`src/design/software_timer_bank_macros.svh`:
```
`ifndef SOFTWARE_TIMER_BANK_MACROS_SVH
`define SOFTWARE_TIMER_BANK_MACROS_SVH

// Same-cycle implication, checked on every rising clock edge outside reset.
`define STB_ASSERT_IMP(label, clk, rst, ante, cons, msg) \
   label: assert property (@(posedge clk) disable iff (rst) (ante) |-> (cons)) \
      else $error(msg);

// Next-cycle implication, checked on every rising clock edge outside reset.
`define STB_ASSERT_NEXT(label, clk, rst, ante, cons, msg) \
   label: assert property (@(posedge clk) disable iff (rst) (ante) |=> (cons)) \
      else $error(msg);

`endif

```
`src/design/stb_pkg.sv`:
```
`default_nettype none

package stb_pkg;

   localparam int PRESC_W     = 10;
   localparam int COUNT_W     = 32;
   localparam int MAX_RESULTS = 8;
   localparam int RES_CNT_W   = $clog2(MAX_RESULTS + 1);
   localparam int REQ_DATA_W  = 40;
   localparam int RSP_DATA_W  = 8;

   typedef enum logic [1:0] {
      OP_TICK     = 2'd0,
      OP_CREATE   = 2'd1,
      OP_ACTIVATE = 2'd2,
      OP_RESERVED = 2'd3
   } op_type;

   typedef enum logic [1:0] {
      ST_IDLE,
      ST_EVAL,
      ST_FLUSH
   } state_type;

   // One timer's counters and settings as held in the slot memory.
   typedef struct packed {
      logic               handler;
      logic               seconds;
      logic [PRESC_W-1:0] presc;
      logic [COUNT_W-1:0] progress;
      logic [COUNT_W-1:0] target;
   } entry_type;

   // Result beat, slot in the lowest bits.
   typedef struct packed {
      logic       no_free;
      logic       created;
      logic       fired;
      logic [2:0] slot;
   } rsp_item_type;

endpackage

`default_nettype wire

```
`src/design/software_timer_bank.sv`:
```
// Create and activate: the single result beat, with tlast, goes through the held register and
// then the output register once that is free; an activate of an unknown or uncreated slot gives none.
// Tick: the slot memory is walked one slot per cycle while the result side keeps up; a firing
// to report stalls the walk while a held result beat is waiting for a free output.
// A new request beat is taken only when the previous one has finished its walk or update.
// Reset (synchronous, active high) clears the enabled, active and reload flags of every slot;
// the slot memory is not cleared, since create writes a whole entry before it is ever used.
`default_nettype none
`include "software_timer_bank_macros.svh"

module software_timer_bank
   import stb_pkg::*;
#(
   parameter int TIMERS           = 8,
   parameter int TICKS_PER_SECOND = 1000
) (
   input  wire logic                  clock,
   input  wire logic                  reset,
   input  wire logic                  req_tvalid,
   output      logic                  req_tready,
   // [2:0] timer_index, [3] seconds_mode, [35:4] alarm_count, [36] has_handler,
   // [37] reload, [39:38] zero
   input  wire logic [REQ_DATA_W-1:0] req_tdata,
   // [1:0] operation
   input  wire logic [1:0]            req_tuser,
   output      logic                  rsp_tvalid,
   input  wire logic                  rsp_tready,
   // [2:0] slot, [3] fired, [4] created, [5] no_free_slot, [7:6] zero
   output      logic [RSP_DATA_W-1:0] rsp_tdata,
   output      logic                  rsp_tlast
);

   localparam int SLOT_W = (TIMERS > 1) ? $clog2(TIMERS) : 1;

   state_type          state_ff, state_in;
   logic [SLOT_W-1:0]  idx_ff, idx_in;
   logic [RES_CNT_W-1:0] rep_cnt_ff, rep_cnt_in;
   logic               held_valid_ff, held_valid_in;
   rsp_item_type       held_ff, held_in;
   logic               rsp_valid_ff, rsp_valid_in;
   rsp_item_type       rsp_data_ff, rsp_data_in;
   logic               rsp_last_ff, rsp_last_in;
   logic [TIMERS-1:0]  enabled_ff, enabled_in;
   logic [TIMERS-1:0]  active_ff, active_in;
   logic [TIMERS-1:0]  reload_ff, reload_in;

   logic               ram_we;
   logic [SLOT_W-1:0]  ram_waddr;
   entry_type          ram_wdata;
   logic               ram_re;
   logic [SLOT_W-1:0]  ram_raddr;
   entry_type          ram_rdata;

   op_type             req_op;
   logic [2:0]         req_index;
   logic               req_seconds;
   logic [COUNT_W-1:0] req_alarm;
   logic               req_handler;
   logic               req_reload;

   logic               free_found;
   logic [SLOT_W-1:0]  free_idx;
   logic               act_ok;
   logic [SLOT_W-1:0]  act_slot;
   logic               out_free;

   logic [PRESC_W:0]   presc_inc;
   logic [PRESC_W:0]   presc_limit;
   logic               roll;
   logic [COUNT_W-1:0] prog_inc;
   logic               fire;
   logic               slot_act;
   logic               report;
   logic               advance;
   entry_type          upd_entry;

   assign req_op      = op_type'(req_tuser);
   assign req_index   = req_tdata[2:0];
   assign req_seconds = req_tdata[3];
   assign req_alarm   = req_tdata[35:4];
   assign req_handler = req_tdata[36];
   assign req_reload  = req_tdata[37];

   assign req_tready = (state_ff == ST_IDLE);
   assign rsp_tvalid = rsp_valid_ff;
   assign rsp_tdata  = {2'b00, rsp_data_ff};
   assign rsp_tlast  = rsp_last_ff;
   assign out_free   = !rsp_valid_ff || rsp_tready;

   // Lowest slot that has not been claimed yet.
   always_comb begin
      free_found = 1'b0;
      free_idx   = '0;
      for (int i = TIMERS - 1; i >= 0; i--) begin
         if (!enabled_ff[i]) begin
            free_found = 1'b1;
            free_idx   = SLOT_W'(i);
         end
      end
   end

   assign act_slot = SLOT_W'(req_index);
   assign act_ok   = (32'(req_index) < 32'(TIMERS)) && enabled_ff[act_slot];

   // Per-slot update during the tick walk; the memory output belongs to slot idx_ff.
   always_comb begin
      presc_inc   = {1'b0, ram_rdata.presc} + (PRESC_W + 1)'(1);
      presc_limit = ram_rdata.seconds ? (PRESC_W + 1)'(TICKS_PER_SECOND)
                                      : (PRESC_W + 1)'(1);
      roll        = !(presc_inc < presc_limit);
      prog_inc    = ram_rdata.progress + COUNT_W'(1);
      fire        = roll && ram_rdata.handler && (prog_inc >= ram_rdata.target);
      upd_entry   = ram_rdata;
      upd_entry.presc    = roll ? '0 : presc_inc[PRESC_W-1:0];
      upd_entry.progress = fire ? '0 : (roll ? prog_inc : ram_rdata.progress);
      slot_act    = active_ff[idx_ff];
      report      = slot_act && fire && (rep_cnt_ff < RES_CNT_W'(MAX_RESULTS));
      // A firing is held back one beat so that the final one can carry tlast.
      advance     = !(report && held_valid_ff) || out_free;
   end

   always_comb begin
      state_in      = state_ff;
      idx_in        = idx_ff;
      rep_cnt_in    = rep_cnt_ff;
      held_valid_in = held_valid_ff;
      held_in       = held_ff;
      rsp_valid_in  = rsp_valid_ff && !rsp_tready;
      rsp_data_in   = rsp_data_ff;
      rsp_last_in   = rsp_last_ff;
      enabled_in    = enabled_ff;
      active_in     = active_ff;
      reload_in     = reload_ff;
      ram_we        = 1'b0;
      ram_waddr     = idx_ff;
      ram_wdata     = upd_entry;
      ram_re        = 1'b0;
      ram_raddr     = idx_ff;

      unique case (state_ff)
         ST_IDLE: begin
            if (req_tvalid) begin
               unique case (req_op)
                  OP_TICK: begin
                     ram_re        = 1'b1;
                     ram_raddr     = '0;
                     idx_in        = '0;
                     rep_cnt_in    = '0;
                     held_valid_in = 1'b0;
                     state_in      = ST_EVAL;
                  end
                  OP_CREATE: begin
                     if (free_found) begin
                        ram_we             = 1'b1;
                        ram_waddr          = free_idx;
                        ram_wdata.handler  = req_handler;
                        ram_wdata.seconds  = req_seconds;
                        ram_wdata.presc    = '0;
                        ram_wdata.progress = '0;
                        ram_wdata.target   = req_alarm;
                        enabled_in[free_idx] = 1'b1;
                        active_in[free_idx]  = 1'b0;
                        reload_in[free_idx]  = 1'b0;
                        held_in = '{no_free: 1'b0, created: 1'b1, fired: 1'b0,
                                    slot: 3'(free_idx)};
                     end else begin
                        held_in = '{no_free: 1'b1, created: 1'b0, fired: 1'b0,
                                    slot: 3'd0};
                     end
                     held_valid_in = 1'b1;
                     state_in      = ST_FLUSH;
                  end
                  OP_ACTIVATE: begin
                     if (act_ok) begin
                        active_in[act_slot] = 1'b1;
                        reload_in[act_slot] = req_reload;
                        held_in = '{no_free: 1'b0, created: 1'b0, fired: 1'b0,
                                    slot: req_index};
                        held_valid_in = 1'b1;
                        state_in      = ST_FLUSH;
                     end
                  end
                  default: begin
                  end
               endcase
            end
         end

         ST_EVAL: begin
            if (advance) begin
               if (slot_act) begin
                  ram_we    = 1'b1;
                  ram_waddr = idx_ff;
                  ram_wdata = upd_entry;
                  if (fire && !reload_ff[idx_ff]) begin
                     active_in[idx_ff] = 1'b0;
                  end
               end
               if (report) begin
                  if (held_valid_ff) begin
                     rsp_valid_in = 1'b1;
                     rsp_data_in  = held_ff;
                     rsp_last_in  = 1'b0;
                  end
                  held_in = '{no_free: 1'b0, created: 1'b0, fired: 1'b1,
                              slot: 3'(idx_ff)};
                  held_valid_in = 1'b1;
                  rep_cnt_in    = rep_cnt_ff + RES_CNT_W'(1);
               end
               if (idx_ff == SLOT_W'(TIMERS - 1)) begin
                  state_in = ST_FLUSH;
               end else begin
                  idx_in    = idx_ff + SLOT_W'(1);
                  ram_re    = 1'b1;
                  ram_raddr = idx_ff + SLOT_W'(1);
               end
            end
         end

         ST_FLUSH: begin
            if (!held_valid_ff) begin
               state_in = ST_IDLE;
            end else if (out_free) begin
               rsp_valid_in  = 1'b1;
               rsp_data_in   = held_ff;
               rsp_last_in   = 1'b1;
               held_valid_in = 1'b0;
               state_in      = ST_IDLE;
            end
         end

         default: begin
            state_in = ST_IDLE;
         end
      endcase
   end

   always_ff @(posedge clock) begin
      if (reset) begin
         state_ff      <= ST_IDLE;
         idx_ff        <= '0;
         rep_cnt_ff    <= '0;
         held_valid_ff <= 1'b0;
         rsp_valid_ff  <= 1'b0;
         enabled_ff    <= '0;
         active_ff     <= '0;
         reload_ff     <= '0;
      end else begin
         state_ff      <= state_in;
         idx_ff        <= idx_in;
         rep_cnt_ff    <= rep_cnt_in;
         held_valid_ff <= held_valid_in;
         rsp_valid_ff  <= rsp_valid_in;
         enabled_ff    <= enabled_in;
         active_ff     <= active_in;
         reload_ff     <= reload_in;
      end
   end

   always_ff @(posedge clock) begin
      held_ff     <= held_in;
      rsp_data_ff <= rsp_data_in;
      rsp_last_ff <= rsp_last_in;
   end

   stb_ram #(
      .WIDTH ($bits(entry_type)),
      .DEPTH (TIMERS)
   ) u_slot_ram (
      .clock   (clock),
      .wr_en   (ram_we),
      .wr_addr (ram_waddr),
      .wr_data (ram_wdata),
      .rd_en   (ram_re),
      .rd_addr (ram_raddr),
      .rd_data (ram_rdata)
   );

   `STB_ASSERT_IMP(a_active_needs_enabled, clock, reset, 1'b1,
      (active_ff & ~enabled_ff) == '0, "an active slot was never created")
   `STB_ASSERT_NEXT(a_enabled_sticky, clock, reset, 1'b1,
      (enabled_ff & $past(enabled_ff)) == $past(enabled_ff), "a created slot was released")
   `STB_ASSERT_IMP(a_one_flag, clock, reset, rsp_valid_ff,
      $onehot0({rsp_data_ff.fired, rsp_data_ff.created, rsp_data_ff.no_free}),
      "result beat reports more than one outcome")
   `STB_ASSERT_IMP(a_report_cap, clock, reset, state_ff == ST_EVAL,
      rep_cnt_ff <= RES_CNT_W'(MAX_RESULTS), "more firings reported than allowed")
   `STB_ASSERT_IMP(a_write_owner, clock, reset, ram_we,
      state_ff == ST_EVAL || (state_ff == ST_IDLE && req_tvalid && req_op == OP_CREATE),
      "slot memory written outside a create or a tick walk")

endmodule

`default_nettype wire

```
`src/design/stb_ram.sv`:
```
`default_nettype none

module stb_ram #(
   parameter  int WIDTH  = 8,
   parameter  int DEPTH  = 8,
   localparam int ADDR_W = (DEPTH > 1) ? $clog2(DEPTH) : 1
) (
   input  wire logic                   clock,
   input  wire logic                   wr_en,
   input  wire logic [ADDR_W-1:0]      wr_addr,
   input  wire logic [WIDTH-1:0]       wr_data,
   input  wire logic                   rd_en,
   input  wire logic [ADDR_W-1:0]      rd_addr,
   output      logic [WIDTH-1:0]       rd_data
);

   logic [WIDTH-1:0] mem_ff [DEPTH];
   logic [WIDTH-1:0] rd_data_ff;

   always_ff @(posedge clock) begin
      if (wr_en) begin
         mem_ff[wr_addr] <= wr_data;
      end
      if (rd_en) begin
         rd_data_ff <= mem_ff[rd_addr];
      end
   end

   assign rd_data = rd_data_ff;

endmodule

`default_nettype wire
```
`config.mk`:
```
export PLATFORM = sky130hd
export DESIGN_NAME = software_timer_bank
export DESIGN_NICKNAME = d
export VERILOG_FILES = /design/src/design/stb_pkg.sv /design/src/design/software_timer_bank.sv /design/src/design/stb_ram.sv
export VERILOG_INCLUDE_DIRS = /design/src /design/src/design
export SDC_FILE = /design/constraint.sdc
export NUM_CORES = 1
export LEC_CHECK = 0
export BUFFER_PORTS_ARGS = -buffer_cell sky130_fd_sc_hd__buf_2
export CORE_MARGIN = 5
export CORE_UTILIZATION = 57
export DETAILED_ROUTE_END_ITERATION = 8
export PLACE_DENSITY = 0.75
export SYNTH_ARGS = -nofsm -noshare
export SYNTH_HDL_FRONTEND = slang
export SYNTH_SLANG_ARGS = --single-unit
```
`constraint.sdc`:
```
create_clock -name clock -period 9.05 [get_ports clock]
set_input_delay 2.2625 -clock clock [delete_from_list [all_inputs] [get_ports clock]]
set_output_delay 2.2625 -clock clock [all_outputs]
set_load 0.02 [all_outputs]
```
After elaboration in Yosys (flattened, before gate mapping):

Memory sizes are Yosys's and may differ from the RTL's. A register that Yosys moved wholly into a read port is not among the register bits.
Index checks and enable logic that the tools add are counted.
Widths: inputs -> output; s select.

* input port bits: 46
* logic and storage cells: 207
* output and inout bits: 11
* bits in writable memories: 608
* memories: 1
* bits in registers: 48

* mux-type cells: 116
* bitwise logic cells: 7
* $lt $le $gt $ge: 9
* reduce and logical (&&, ||, !) cells: 31
* equality and inequality tests: 22
* $add $sub $neg: 4

Memory list
* u_slot_ram.mem_ff: depth 8, bits a word 76, rd ports 1, clocked after Yosys merged registers in 1, wr ports 1, line stb_ram.sv:17 `logic [WIDTH-1:0] mem_ff [DEPTH];`

Operator list (number)
* $mux 76: 4
* $mux 32: 2
* $mux 8: 8
* $mux 6: 10
* $mux 3: 16
* $pmux 8 s2: 3
* $mux 1: 41
* $pmux 6 s2: 3
* $add 32x1->32 const B: 1
* $ge 32x32->1: 1
* $and 8x8->8: 3
* $reduce_and 6->1: 4
* $ne 2x2->1 const B: 11
* $mux 10: 2
* $mux 4: 4
* $not 8->8: 2
* $or 8x8->8: 2
* $lt 3x4->1 const B: 3
* $mux 2: 6
* $pmux 2 s3: 2
* $add 10x1->11 const B: 1
* $lt 11x10->1: 1
* $logic_and 1x1->1: 10
* $reduce_and 5->1: 2
* other kinds (25): 47

Depth between registers and ports, before layout:

Gate-level depths: netlist of the first run.

* depth after elaboration: 18
* gate-level depth with buffers: 22

Cells and area by module:

Synthesis of the first run repeated with hierarchy kept, for this count alone.

* cell total of the unflattened synthesis: 1764
* area, all modules: 30822.1 um2

By module, submodules not included
* stb_ram: area an instance 25125.3 um2, times used 1, cells an instance 967
* software_timer_bank: area an instance 5696.7 um2, times used 1, cells an instance 797

Worst setup path before layout of the first run:

Ideal clock, no wire load.

* path kind: flip-flop to flip-flop
* start point: register u_slot_ram.rd_data_ff[34], in the netlist u_slot_ram.rd_data[34], read port of u_slot_ram.mem_ff
* end point: memory u_slot_ram.mem_ff[3][0] (netlist name), enable pin
* required time: 8.447 ns
* stages on the path, launching flop included: 17
* buffers on the path: 0
* arrival time: 8.875 ns
* clock period less this slack: 9.478 ns
* slack: -0.428 ns
* library setup time: 0.603 ns
* cells stage by stage: edfxtp_1 nand3_1 nor2_1 and3_1 nand3_1 nor3_1 and4_1 xor2_1 ha_1 a21o_1 a21o_1 a221oi_1 o21ai_0 o211a_4 nor3_1 a32oi_1 nor3_1

* word-level cells in the longest chain between the ends: 12

Ends and longest elaborated chain
* start, declared: line stb_ram.sv:18 `logic [WIDTH-1:0] rd_data_ff;`
* $add 32x1->32: line software_timer_bank.sv:111 `prog_inc = ram_rdata.progress + COUNT_W'(1);`
* $ge 32x32->1: line software_timer_bank.sv:112 `fire = roll && ram_rdata.handler && (prog_inc >= ram_rdata.target);`
* $logic_and 1x1->1: line software_timer_bank.sv:112
* $logic_and 1x1->1 (2 in series): line software_timer_bank.sv:117 `report = slot_act && fire && (rep_cnt_ff < RES_CNT_W'(MAX_RESULTS));`
* $logic_and 1x1->1: line software_timer_bank.sv:119 `advance = !(report && held_valid_ff) || out_free;`
* $logic_not 1->1: line software_timer_bank.sv:119
* $logic_or 1x1->1: line software_timer_bank.sv:119
* $mux 1: line software_timer_bank.sv:190 `if (advance) begin`
* $pmux 1 s2: line software_timer_bank.sv:140 `unique case (state_ff)`
* $mux 1: line stb_ram.sv:21 `if (wr_en) begin`
* $mux 1 (implied by the code): line stb_ram.sv:22 `mem_ff[wr_addr] <= wr_data;`
* end, declared: line stb_ram.sv:17

Every way passes these cells.

Worst setup path in the final report of the first run:

* start point: register u_slot_ram.rd_data_ff[34], in the netlist u_slot_ram.rd_data[34], read port of u_slot_ram.mem_ff
* end point: register u_slot_ram.rd_data_ff[62], in the netlist u_slot_ram.rd_data[62], read port of u_slot_ram.mem_ff, data pin

* word-level cells in the longest chain between the ends: 10
* elaborated cells on any way between the ends: 12

Ends and longest elaborated chain (line)
* $add 32x1->32 (*): software_timer_bank.sv:111
* $ge 32x32->1 (*): software_timer_bank.sv:112
* $logic_and 1x1->1 (*): software_timer_bank.sv:112
* $logic_and 1x1->1 (*) (2 in series): software_timer_bank.sv:117
* $logic_and 1x1->1 (*): software_timer_bank.sv:119
* $logic_not 1->1 (*): software_timer_bank.sv:119
* $logic_or 1x1->1 (*): software_timer_bank.sv:119
* $mux 3 or $mux 1 (tied branches)
* $pmux 3 s2 or $pmux 1 s2 (tied branches): software_timer_bank.sv:140

Mark *: on every way between the ends. The rest lies on a longest branch, timed or not.
A chain may end at the register's enable or synchronous reset.

==> impl_metrics.env, run 1 <==
export IMPL_critPathMaxFanout=48
export IMPL_yosys_cell_count_top_type="sky130_fd_sc_hd__edfxtp_1"
export IMPL_fin_setup_tns_ps=0
export IMPL_antenna_found_initial=0
export IMPL_postRouteWirelength_um=64000
export IMPL_worstRegToRegCells=20
export IMPL_start_util_pct=57.8
export IMPL_placementRows=86
export IMPL_number_of_buffers_inserted_by_post_cts_setup_repair=0
export IMPL_top_level_ports=57
export IMPL_cts_num_sinks=732
export IMPL_drt_vias_per_instance=5.89
export IMPL_place_detailed_hpwl_um=34200
export IMPL_fin_crit_ps=7100
export IMPL_syn_avg_cell_area_um2=15.5
export IMPL_cts_buffer_depth=3
export IMPL_gr_usage_all_layers_pct=21.0
export IMPL_total_of_buffers_placed_on_input_and_output_ports=52
export IMPL_yosys_area_top_type="sky130_fd_sc_hd__edfxtp_1"
export IMPL_final_layout_size_suffix_gt1_share_pct=13.0
export IMPL_placeableCoreArea_um2=55300
export IMPL_post_synth_main_area_contributors="sky130_fd_sc_hd__edfxtp_1, sky130_fd_sc_hd__mux2i_1, sky130_fd_sc_hd__mux2_2"
export IMPL_max_cap_violations=0
export IMPL_timing_hold_violations_final=0
export IMPL_fin_skew_ps=26.4
export IMPL_clk_root_buffer_cell="sky130_fd_sc_hd__clkbuf_16"
export IMPL_report_final_slew_viol_count=0
export IMPL_worstMarginPinSlew_ps=1150
export IMPL_leakage_nw=11.0
export IMPL_antenna_diodes=0
export IMPL_drc=0
export IMPL_clock_insertion_delay_at_the_later_pin_of_the_skew_report_ps=600
export IMPL_cellPowerDensity_nw_per_um2=252
export IMPL_cts_resized_gates=0
export IMPL_holdPathStages=0
export IMPL_die_height_um=247
export IMPL_worstSetupPathType="reg -> reg"
export IMPL_final_fill_count=3902
export IMPL_met1Wirelength_um=27700
export IMPL_cts_hold_buffers_added=0
export IMPL_synth_enable_flop_cells=697
export IMPL_hold_path_startpoint="held_ff[5]$_SDFFCE_PP0P_"
export IMPL_critical_path_endpoint_type="flop"
export IMPL_ys_types=69
export IMPL_met3_wirelength_um=3360
export IMPL_whs_endpoint="rsp_tdata[5]$_DFFE_PP_"
export IMPL_r2r_slack_ps=1950
export IMPL_synth_area_um2=32000
export IMPL_cts_made_buffers=73
export IMPL_fp_dieArea_um2=60900
export IMPL_most_used_dff_post_synth="sky130_fd_sc_hd__edfxtp_1"
export IMPL_detail_route_first_pass_iterations=5
export IMPL_die_width_um=247
export IMPL_netlist_instances=2069
export IMPL_timing_fmax_ghz=0.141
export IMPL_drt_antenna_violating_nets=0
export IMPL_asyncSetResetFlopFracSynth_pct=0
export IMPL_worst_ir_drop_vdd_mv=0.179
export IMPL_rr_endpoint="u_slot_ram.rd_data[62]$_DFFE_PP_"
export IMPL_grt_max_degree=141
export IMPL_route_vias_total=17200
export IMPL_finalWeightedCongestion=0.902
export IMPL_clock_tree_htree_level_count=3
export IMPL_timing_slew_headroom_pct=23.1
export IMPL_met2WireLength_um=31700
export IMPL_overflow_left_after_global_routing=0
export IMPL_final_period_utilization_pct=78.5
export IMPL_cts_tree="done"
export IMPL_finalNetCount=2214
export IMPL_cts_clk_slew_worst_paths_ps=60
export IMPL_ys_top_cells_by_count="sky130_fd_sc_hd__edfxtp_1, sky130_fd_sc_hd__mux2i_1, sky130_fd_sc_hd__nand2_1"
export IMPL_grt_pass1_wl_um=99900
export IMPL_top_layer_used="met4"
export IMPL_worstReg2RegStart="u_slot_ram.rd_data[34]$_DFFE_PP_"
export IMPL_run_status="completed"
export IMPL_crit_arrival_ps=7450
export IMPL_wl_per_cell_um=21.9
export IMPL_ys_warnings_count=0
export IMPL_worstSetupStartpointType="flop"
export IMPL_seq_area_frac_synth_pct=67.7
export IMPL_grt_setup_unrepaired="false"
export IMPL_syn2layout_area_growth_pct=10.6
export IMPL_first_global_vias=17400
export IMPL_report_final_setup_viol=0
export IMPL_synth_largest_type_area_fraction_pct=65.5
export IMPL_ys_seq_elements=732
export IMPL_timing_hold_worst_class="reg -> reg"
export IMPL_required_ps=9390
export IMPL_detailedRoute_firstIterationViolations=1550
export IMPL_report_power_total_mw=8.92
==> cell usage in the layout (no fill, tap or decap), drive strengths merged, types with 3 or more instances in the layout <==
master and n:
xor2 35, dfxtp 35, clkbuf 91, mux2i 464, xnor2 35, and2 6, or3 3, clkinv 27
nor3 11, nand3 30, edfxtp 697, and3 22, a21boi 4, nor2 96, a211oi 11, a211o 3
a31oi 7, and4 4, bufinv 9, o21ai 60, o41ai 3, nand2 116, inv 53, nand3b 9
ha 48, a21oi 51, nor4 4, o22ai 4, nand4 9, mux4 4, nor2b 8, o32ai 6
a21o 9, buf 79, mux2 79, nand2b 10
==> per-layer routing <==
metal  up-vias  track usage [%]
li1       7953                -
met1      8681             29.3
met2       477             35.2
met3        79             2.95
met4         0             5.94
met5         -                0
==> cell families (layout without fill, tap and decap cells) <==
kind of cell	Yosys count	count (layout)	share of synthesized area, %
flip-flops	732	732	67.7
XOR/XNOR	70	70	1.92
AND/OR/NAND/NOR	332	332	4.78
other	1	2	0.0117
buffers and inverters	159	260	2.64
AO/OA/AOI/OAI	180	180	3.50
adder cells (fa/ha/maj)	48	48	1.88
multiplexers	547	547	17.6
==> how the worst max path moves through the flow <==
stage	start	to	slack [ps]	cells past startpoint
2_1_floorplan	u_slot_ram.rd_data[34]$_DFFE_PP_	u_slot_ram.mem_ff[5][0]$_DFFE_PP_	1650	16
3_5_place_dp	u_slot_ram.rd_data[32]$_DFFE_PP_	u_slot_ram.rd_data[62]$_DFFE_PP_	2060	20
6_report	u_slot_ram.rd_data[34]$_DFFE_PP_	u_slot_ram.rd_data[62]$_DFFE_PP_	1950	20
5_1_grt	u_slot_ram.rd_data[32]$_DFFE_PP_	u_slot_ram.rd_data[31]$_DFFE_PP_	1590	20
4_1_cts	u_slot_ram.rd_data[32]$_DFFE_PP_	u_slot_ram.rd_data[62]$_DFFE_PP_	2020	19
3_3_place_gp	u_slot_ram.rd_data[32]$_DFFE_PP_	u_slot_ram.rd_data[30]$_DFFE_PP_	2130	19
==> per-stage QoR <==
stage | cells | setup WS (ps) | hold WS, ps | area, um^2 | util (%)
finish | 2919 | 1950 | 420 | 35400 | 64.0
global route | 2919 | 1590 | 424 | 35400 | 64.0
global placement | 2793 | 2130 | 401 | 33000 | 59.7
detailed placement | 2793 | 2060 | 405 | 33000 | 59.7
floorplan | 2070 | 1650 | 400 | 32000 | -
CTS | 2919 | 2020 | 423 | 35400 | 64.0
==> state kept, by name (all words and copies together) (netlist names) <==
name                count
idx_ff                  3
held_ff                 6
held_valid_ff           1
u_slot_ram.mem_ff     608
rsp_tlast               1
state_ff                2
u_slot_ram.rd_data     76
rsp_tdata               6
rsp_tvalid              1
rep_cnt_ff              4
reload_ff               8
active_ff               8
enabled_ff              8
==> power breakdown <==
part           internal [mW]  switching, mW
Sequential              4.28          0.108
Clock                   1.79           1.20
Combinational          0.504           1.03
==> cell type report <==
type	instances	area [um^2]	share of cell area (%)
timing repair buffer	79	613	1.73
clock inverter	35	413	1.17
inverter	55	206	0.584
tap	748	936	2.65
clock buffer	91	1960	5.53
multi-input combinational	1179	9620	27.2
sequential	732	21600	61.1
==> worst max-delay path: stages (launching register included) <==
cell and delay, ps:
sky130_fd_sc_hd__edfxtp_1 460, sky130_fd_sc_hd__nand3_1 170, sky130_fd_sc_hd__nor2_1 300, sky130_fd_sc_hd__and3_1 320, sky130_fd_sc_hd__nand3_1 300, sky130_fd_sc_hd__nor3_1 590
sky130_fd_sc_hd__and4_1 400, sky130_fd_sc_hd__nand3_1 120, sky130_fd_sc_hd__xnor2_1 150, sky130_fd_sc_hd__ha_1 300, sky130_fd_sc_hd__nand4_1 140, sky130_fd_sc_hd__nor4_1 760
sky130_fd_sc_hd__a221oi_1 220, sky130_fd_sc_hd__o21ai_0 210, sky130_fd_sc_hd__buf_4 240, sky130_fd_sc_hd__o211ai_1 140, sky130_fd_sc_hd__a21oi_1 210, sky130_fd_sc_hd__a211o_4 710
sky130_fd_sc_hd__buf_4 570, sky130_fd_sc_hd__mux2i_1 170, sky130_fd_sc_hd__mux2_2 280
(Power assumes the default switching activity.)
==> run 2, diff against run 1 <==
clock period = 6.2 ns   (was 9.05 ns; I/O delays follow)
==> run 2 against run 1 <==
Effect of this change:
- total power up 47%
- count of clock-buffer cells in the layout up 8
- clock power up 45%
- sequential power up 46%
- global-route usage up 0.31 points
- die area unchanged
- critical path type unchanged
- largest power group unchanged
==> impl_metrics.env, run 2 (same netlist as run 1, synthesis figures left out) <==
export IMPL_wl_per_cell_um=21.9
export IMPL_place_detailed_hpwl_um=38400
export IMPL_finalNonFillerCells=2974
export IMPL_worstSetupPathType="reg -> reg"
export IMPL_power_internal_mw=9.63
export IMPL_place_inst=2839
export IMPL_clock_insertion_delay_at_the_later_pin_of_the_skew_report_ps=600
export IMPL_report_final_slew_viol_count=0
export IMPL_die_height_um=247
export IMPL_finalWorstSetupSlack_ps=410
export IMPL_cts_hold_buffers_added=0
export IMPL_proportion_of_total_power_due_to_net_switching_pct=26.3
export IMPL_clock_tree_htree_level_count=3
export IMPL_fin_setup_tns_ps=0
export IMPL_number_of_flip_flops_under_the_largest_register_name=608
export IMPL_fin_crit_ps=5790
export IMPL_cts_buffer_depth=3
export IMPL_r2r_slack_ps=410
export IMPL_run_status="completed"
export IMPL_cellPowerDensity_nw_per_um2=362
export IMPL_postLayoutCellArea_um2=36100
export IMPL_gr_usage_all_layers_pct=21.4
export IMPL_placedInstanceArea_um2=33700
export IMPL_fin_skew_ps=33.3
export IMPL_required_ps=6460
export IMPL_timing_fmax_ghz=0.173
export IMPL_report_power_total_mw=13.1
export IMPL_timing_hold_ws_ps=416
export IMPL_fp_dieArea_um2=60900
export IMPL_timing_hold_violations_final=0
export IMPL_top_level_ports=57
export IMPL_first_global_vias=18000
export IMPL_drt_antenna_violating_nets=0
export IMPL_clk_root_buffer_cell="sky130_fd_sc_hd__clkbuf_16"
export IMPL_placementRows=86
export IMPL_worst_ir_drop_vdd_mv=0.270
export IMPL_critPathMaxFanout=15
export IMPL_share_clk_of_total_power_pct=33.2
export IMPL_power_net_switching_mw=3.44
export IMPL_antenna_diodes=0
export IMPL_syn2layout_area_growth_pct=13.0
export IMPL_timing_slew_headroom_pct=33.9
export IMPL_grt_max_degree=77
export IMPL_grt_setup_unrepaired="false"
export IMPL_registers_top_by_ff_count="u_slot_ram.mem_ff"
export IMPL_cts_made_buffers=74
export IMPL_final_common_cell="sky130_fd_sc_hd__edfxtp_1"
export IMPL_cts_clk_slew_worst_paths_ps=60
export IMPL_route_vias_total=17500
export IMPL_timing_hold_worst_class="reg -> reg"
export IMPL_report_final_setup_viol=0
export IMPL_placeableCoreArea_um2=55300
export IMPL_crit_arrival_ps=6050
export IMPL_seqPwrFrac_pct=49.0
export IMPL_detail_route_first_pass_iterations=5
export IMPL_final_core_util_pct=65.3
export IMPL_cts_tree="done"
export IMPL_layout_cells_most_common_list="sky130_fd_sc_hd__edfxtp_1, sky130_fd_sc_hd__mux2i_1, sky130_fd_sc_hd__nand2_1, sky130_fd_sc_hd__nor2_1, sky130_fd_sc_hd__mux2_2"
export IMPL_worstMarginPinSlew_ps=988
export IMPL_cts_num_sinks=732
export IMPL_antenna_found_initial=0
export IMPL_drt_vias_per_instance=5.87
export IMPL_finalWeightedCongestion=0.902
export IMPL_pwr_share_comb_pct=17.8
export IMPL_leakage_nw=11.4
export IMPL_grt_pass1_wl_um=101000
export IMPL_overflow_left_after_global_routing=0
export IMPL_postRouteWirelength_um=65000
export IMPL_finalNetCount=2265
export IMPL_critical_path_endpoint_type="flop"
export IMPL_start_util_pct=57.8
export IMPL_detailedRoute_firstIterationViolations=1354
export IMPL_die_width_um=247
export IMPL_max_cap_violations=0
export IMPL_final_fill_count=3831
export IMPL_total_of_buffers_placed_on_input_and_output_ports=52
export IMPL_drc=0
export IMPL_final_layout_size_suffix_gt1_share_pct=14.9
export IMPL_final_period_utilization_pct=93.4
export IMPL_dp_worst_setup_slack_ps=114
export IMPL_worstSetupStartpointType="flop"
run 2: changes by cell type in the layout (fill, tap and decap cells not counted), sizes merged:
cell and change:
clkinvlp -1, clkinv -4, clkbuf +8, inv +2, buf +50
run 2: worst max-delay path, cell delays in order, from the launching register on:
cell and delay [ps]:
sky130_fd_sc_hd__edfxtp_1 430, sky130_fd_sc_hd__nand3_1 170, sky130_fd_sc_hd__nor2_1 220, sky130_fd_sc_hd__and3_1 310, sky130_fd_sc_hd__nand3_2 260, sky130_fd_sc_hd__nor3_1 330
sky130_fd_sc_hd__and4_1 340, sky130_fd_sc_hd__nand3_1 120, sky130_fd_sc_hd__xnor2_1 220, sky130_fd_sc_hd__ha_1 300, sky130_fd_sc_hd__nand4_1 170, sky130_fd_sc_hd__nor4_1 80
sky130_fd_sc_hd__buf_4 150, sky130_fd_sc_hd__a221oi_1 260, sky130_fd_sc_hd__o21ai_0 260, sky130_fd_sc_hd__buf_4 240, sky130_fd_sc_hd__o211a_4 260, sky130_fd_sc_hd__nor3_1 280
sky130_fd_sc_hd__a22oi_1 210, sky130_fd_sc_hd__buf_4 230, sky130_fd_sc_hd__nor2_4 240, sky130_fd_sc_hd__buf_4 340
run 2: cell type report:
cell class                      instances  area, um^2  area share (%)
Clock inverter                         32         397            1.10
Clock buffer                           99        1960            5.41
Tap cell                              748         936            2.59
Timing Repair Buffer                  129        1380            3.81
Inverter                               55         206           0.571
Sequential cell                       732       21600            59.9
Multi-Input combinational cell       1179        9630            26.7
run 2: what timing repair did:
action                                  in CTS  in global routing
buffers inserted                             0                  4
endpoints found under the setup margin       0                309
gates resized for setup                      0                  3
run 2: power by group through the flow:
stage	sequential [mW]	combinational [mW]	clock, mW
3_3_place_gp	6.49	2.19	0
6_report	6.41	2.32	4.34
4_1_cts	6.40	2.32	4.43
3_5_place_dp	6.50	2.30	0
2_1_floorplan	6.48	1.55	0
5_1_grt	6.43	2.53	4.64
run 2: path summary, 6_finish.rpt:
path	cells past startpoint	endpoint	start
setup / recovery	21	u_slot_ram.mem_ff[6][30]$_DFFE_PP_	u_slot_ram.rd_data[32]$_DFFE_PP_
hold / removal	0	rsp_tdata[5]$_DFFE_PP_	held_ff[5]$_SDFFCE_PP0P_
setup reg to reg	21	u_slot_ram.mem_ff[6][30]$_DFFE_PP_	u_slot_ram.rd_data[32]$_DFFE_PP_
hold reg to reg	0	rsp_tdata[5]$_DFFE_PP_	held_ff[5]$_SDFFCE_PP0P_
run 2: layer usage:
metal | track usage, % | vias up | wire, um
met3 | 3.06 | 96 | 3340
met4 | 6.30 | 0 | 1230
met2 | 35.9 | 485 | 32100
li1 | - | 8074 | -
met1 | 29.4 | 8817 | 28300
met5 | 0 | - | 0
==> run 3, diff against run 2 <==
CORE_UTILIZATION = 60   (was 57)
PLACE_DENSITY = 0.76   (was 0.75)
clock period = 6.5 ns   (was 6.2 ns; I/O delays follow)
==> run 3 against run 2 <==
Effect of this change:
- non-clock buffer count decreased by 22
- sequential share of layout area rose by 0.81 points
- highest routed layer unchanged
- total power shrank 6.0%
- via count is 0.72% lower
- combinational power shrank 5%
- critical path depth up 2
- sequential cell count is the same
- clock skew decreased by 8.0 ps
- cell area decreased by 1.3%
- core utilization rose by 2.4 points
- largest power group unchanged
==> impl_metrics.env, run 3 (same netlist as run 1, synthesis figures left out) <==
export IMPL_number_of_buffers_inserted_by_post_cts_setup_repair=0
export IMPL_crit_chain="nand3_1, nor2_1, and3_1, nand3_1, nor3_1, buf_4, and4_1, nand3_1, xnor2_1, ha_1, nand4_1, nor4_1, buf_4, a221oi_1, o21ai_0, buf_4, o211a_4, o21ai_4, buf_12, buf_12, mux2i_1, mux2i_1, mux2_2"
export IMPL_cts_buffer_depth=3
export IMPL_run_status="completed"
export IMPL_required_ps=6850
export IMPL_worstSetupPathType="reg -> reg"
export IMPL_cts_resized_gates=0
export IMPL_overflow_left_after_global_routing=0
export IMPL_cts_hold_buffers_added=0
export IMPL_clock_tree_htree_level_count=3
export IMPL_finalWeightedCongestion=0.874
export IMPL_detailedRoute_firstIterationViolations=1335
export IMPL_share_clk_of_total_power_pct=32.3
export IMPL_first_global_vias=17300
export IMPL_top_level_ports=57
export IMPL_cts_made_buffers=73
export IMPL_timing_hold_ws_ps=416
export IMPL_fin_skew_ps=25.3
export IMPL_clock_insertion_delay_at_the_later_pin_of_the_skew_report_ps=600
export IMPL_place_inst=2761
export IMPL_grt_max_degree=93
export IMPL_cp_slowest_stage_delay_ps=490
export IMPL_placementRows=84
export IMPL_start_util_pct=60.7
export IMPL_postLayoutCellArea_um2=35600
export IMPL_worst_ir_drop_vdd_mv=0.208
export IMPL_report_final_slew_viol_count=0
export IMPL_final_layout_size_suffix_gt1_share_pct=14.2
export IMPL_wl_per_cell_um=22.2
export IMPL_timing_fmax_ghz=0.160
export IMPL_registers_top_by_ff_count="u_slot_ram.mem_ff"
export IMPL_max_cap_violations=0
export IMPL_fin_crit_ps=6250
export IMPL_cellPowerDensity_nw_per_um2=345
export IMPL_drt_vias_per_instance=6.00
export IMPL_leakage_nw=11.2
export IMPL_route_vias_total=17300
export IMPL_seqPwrFrac_pct=49.7
export IMPL_final_period_utilization_pct=96.1
export IMPL_fp_dieArea_um2=58000
export IMPL_die_width_um=241
export IMPL_clk_root_buffer_cell="sky130_fd_sc_hd__clkbuf_16"
export IMPL_timing_critical_path_slowest_stage_cell="sky130_fd_sc_hd__buf_12"
export IMPL_gr_usage_all_layers_pct=22.1
export IMPL_proportion_of_total_power_due_to_net_switching_pct=26.8
export IMPL_layout_cells_most_common_list="sky130_fd_sc_hd__edfxtp_1, sky130_fd_sc_hd__mux2i_1, sky130_fd_sc_hd__nand2_1, sky130_fd_sc_hd__nor2_1, sky130_fd_sc_hd__mux2_2"
export IMPL_total_of_buffers_placed_on_input_and_output_ports=52
export IMPL_worstSetupStartpointType="flop"
export IMPL_antenna_found_initial=1
export IMPL_die_height_um=241
export IMPL_place_detailed_hpwl_um=36900
export IMPL_timing_hold_violations_final=0
export IMPL_drc=0
export IMPL_power_internal_mw=9.00
export IMPL_pwr_share_comb_pct=18.0
export IMPL_final_core_util_pct=67.7
export IMPL_report_final_setup_viol=0
export IMPL_timing_slew_headroom_pct=34.5
export IMPL_placedInstanceArea_um2=33400
export IMPL_cts_clk_slew_worst_paths_ps=60
export IMPL_number_of_flip_flops_under_the_largest_register_name=608
export IMPL_finalWorstSetupSlack_ps=252
export IMPL_timing_hold_worst_class="reg -> reg"
export IMPL_worstMarginPinSlew_ps=979
export IMPL_finalNonFillerCells=2893
export IMPL_placeableCoreArea_um2=52700
export IMPL_critPathMaxFanout=92
export IMPL_cts_tree="done"
export IMPL_final_common_cell="sky130_fd_sc_hd__edfxtp_1"
export IMPL_grt_setup_unrepaired="false"
export IMPL_power_net_switching_mw=3.29
export IMPL_syn2layout_area_growth_pct=11.5
export IMPL_postRouteWirelength_um=64300
export IMPL_cts_num_sinks=732
export IMPL_finalNetCount=2242
export IMPL_crit_arrival_ps=6600
export IMPL_critical_path_endpoint_type="flop"
export IMPL_grt_pass1_wl_um=98600
export IMPL_drt_antenna_violating_nets=0
export IMPL_dp_worst_setup_slack_ps=347
export IMPL_detail_route_first_pass_iterations=5
run 3: cell types whose count changed in the layout (fill, tap and decap cells not counted), sizes merged:
cell      previous run  this run
diode                0         1
clkinvlp             0         2
buf                129       107
clkbuf              99        90
clkinv              23        36
bufinv               9         3
run 3: final timing paths:
check / startpoint / to / slack (ps) / depth (start not counted)
max: u_slot_ram.rd_data[32]$_DFFE_PP_ / u_slot_ram.rd_data[62]$_DFFE_PP_ / 250 / 23
min: held_ff[0]$_DFFE_PP_ / rsp_tdata[0]$_DFFE_PP_ / 420 / 0
max reg2reg: u_slot_ram.rd_data[32]$_DFFE_PP_ / u_slot_ram.rd_data[62]$_DFFE_PP_ / 250 / 23
min reg2reg: held_ff[0]$_DFFE_PP_ / rsp_tdata[0]$_DFFE_PP_ / 420 / 0
run 3: layout make-up:
| cell class | instances | area (um^2) |
|---|---|---|
| flip-flops and latches | 732 | 21600 |
| diodes | 1 | 2.50 |
| fillers | 3465 | 17000 |
| clock inverters | 41 | 288 |
| repair buffers | 107 | 1060 |
| inverters | 55 | 206 |
| clock buffers | 90 | 1980 |
| well taps | 688 | 861 |
| multi-input cells | 1179 | 9620 |
run 3: critical path, delay by kind of cell (launching register included):
kind | cells | cell delay [ps]
buf+inv | 5 | 1270
xor+xnor | 1 | 140
mux | 3 | 660
fa+ha+maj | 1 | 300
compound gates | 4 | 1100
flops | 1 | 440
simple gates | 9 | 1960
run 3: layer usage:
metal  track usage [%]  share of wire (%)
met1              31.0                 43
met3              3.22                5.7
met2              36.8                 49
met5                 0                  0
met4              6.24                1.9
run 3: power groups by stage:
| stage | combinational (mW) | clock (mW) | sequential (mW) |
|---|---|---|---|
| floorplan | 1.48 | 0 | 6.18 |
| global placement | 2.08 | 0 | 6.19 |
| detailed placement | 2.19 | 0 | 6.20 |
| CTS | 2.20 | 4.04 | 6.11 |
| global route | 2.40 | 4.24 | 6.13 |
| finish | 2.21 | 3.97 | 6.11 |
run 3: through the flow:
step                      power [mW]  setup TNS (ps)
final                           12.3               0
after global placement          8.28               0
after global routing            12.8               0
after detailed placement        8.39               0
after CTS                       12.3               0
after floorplan                 7.66         -545670
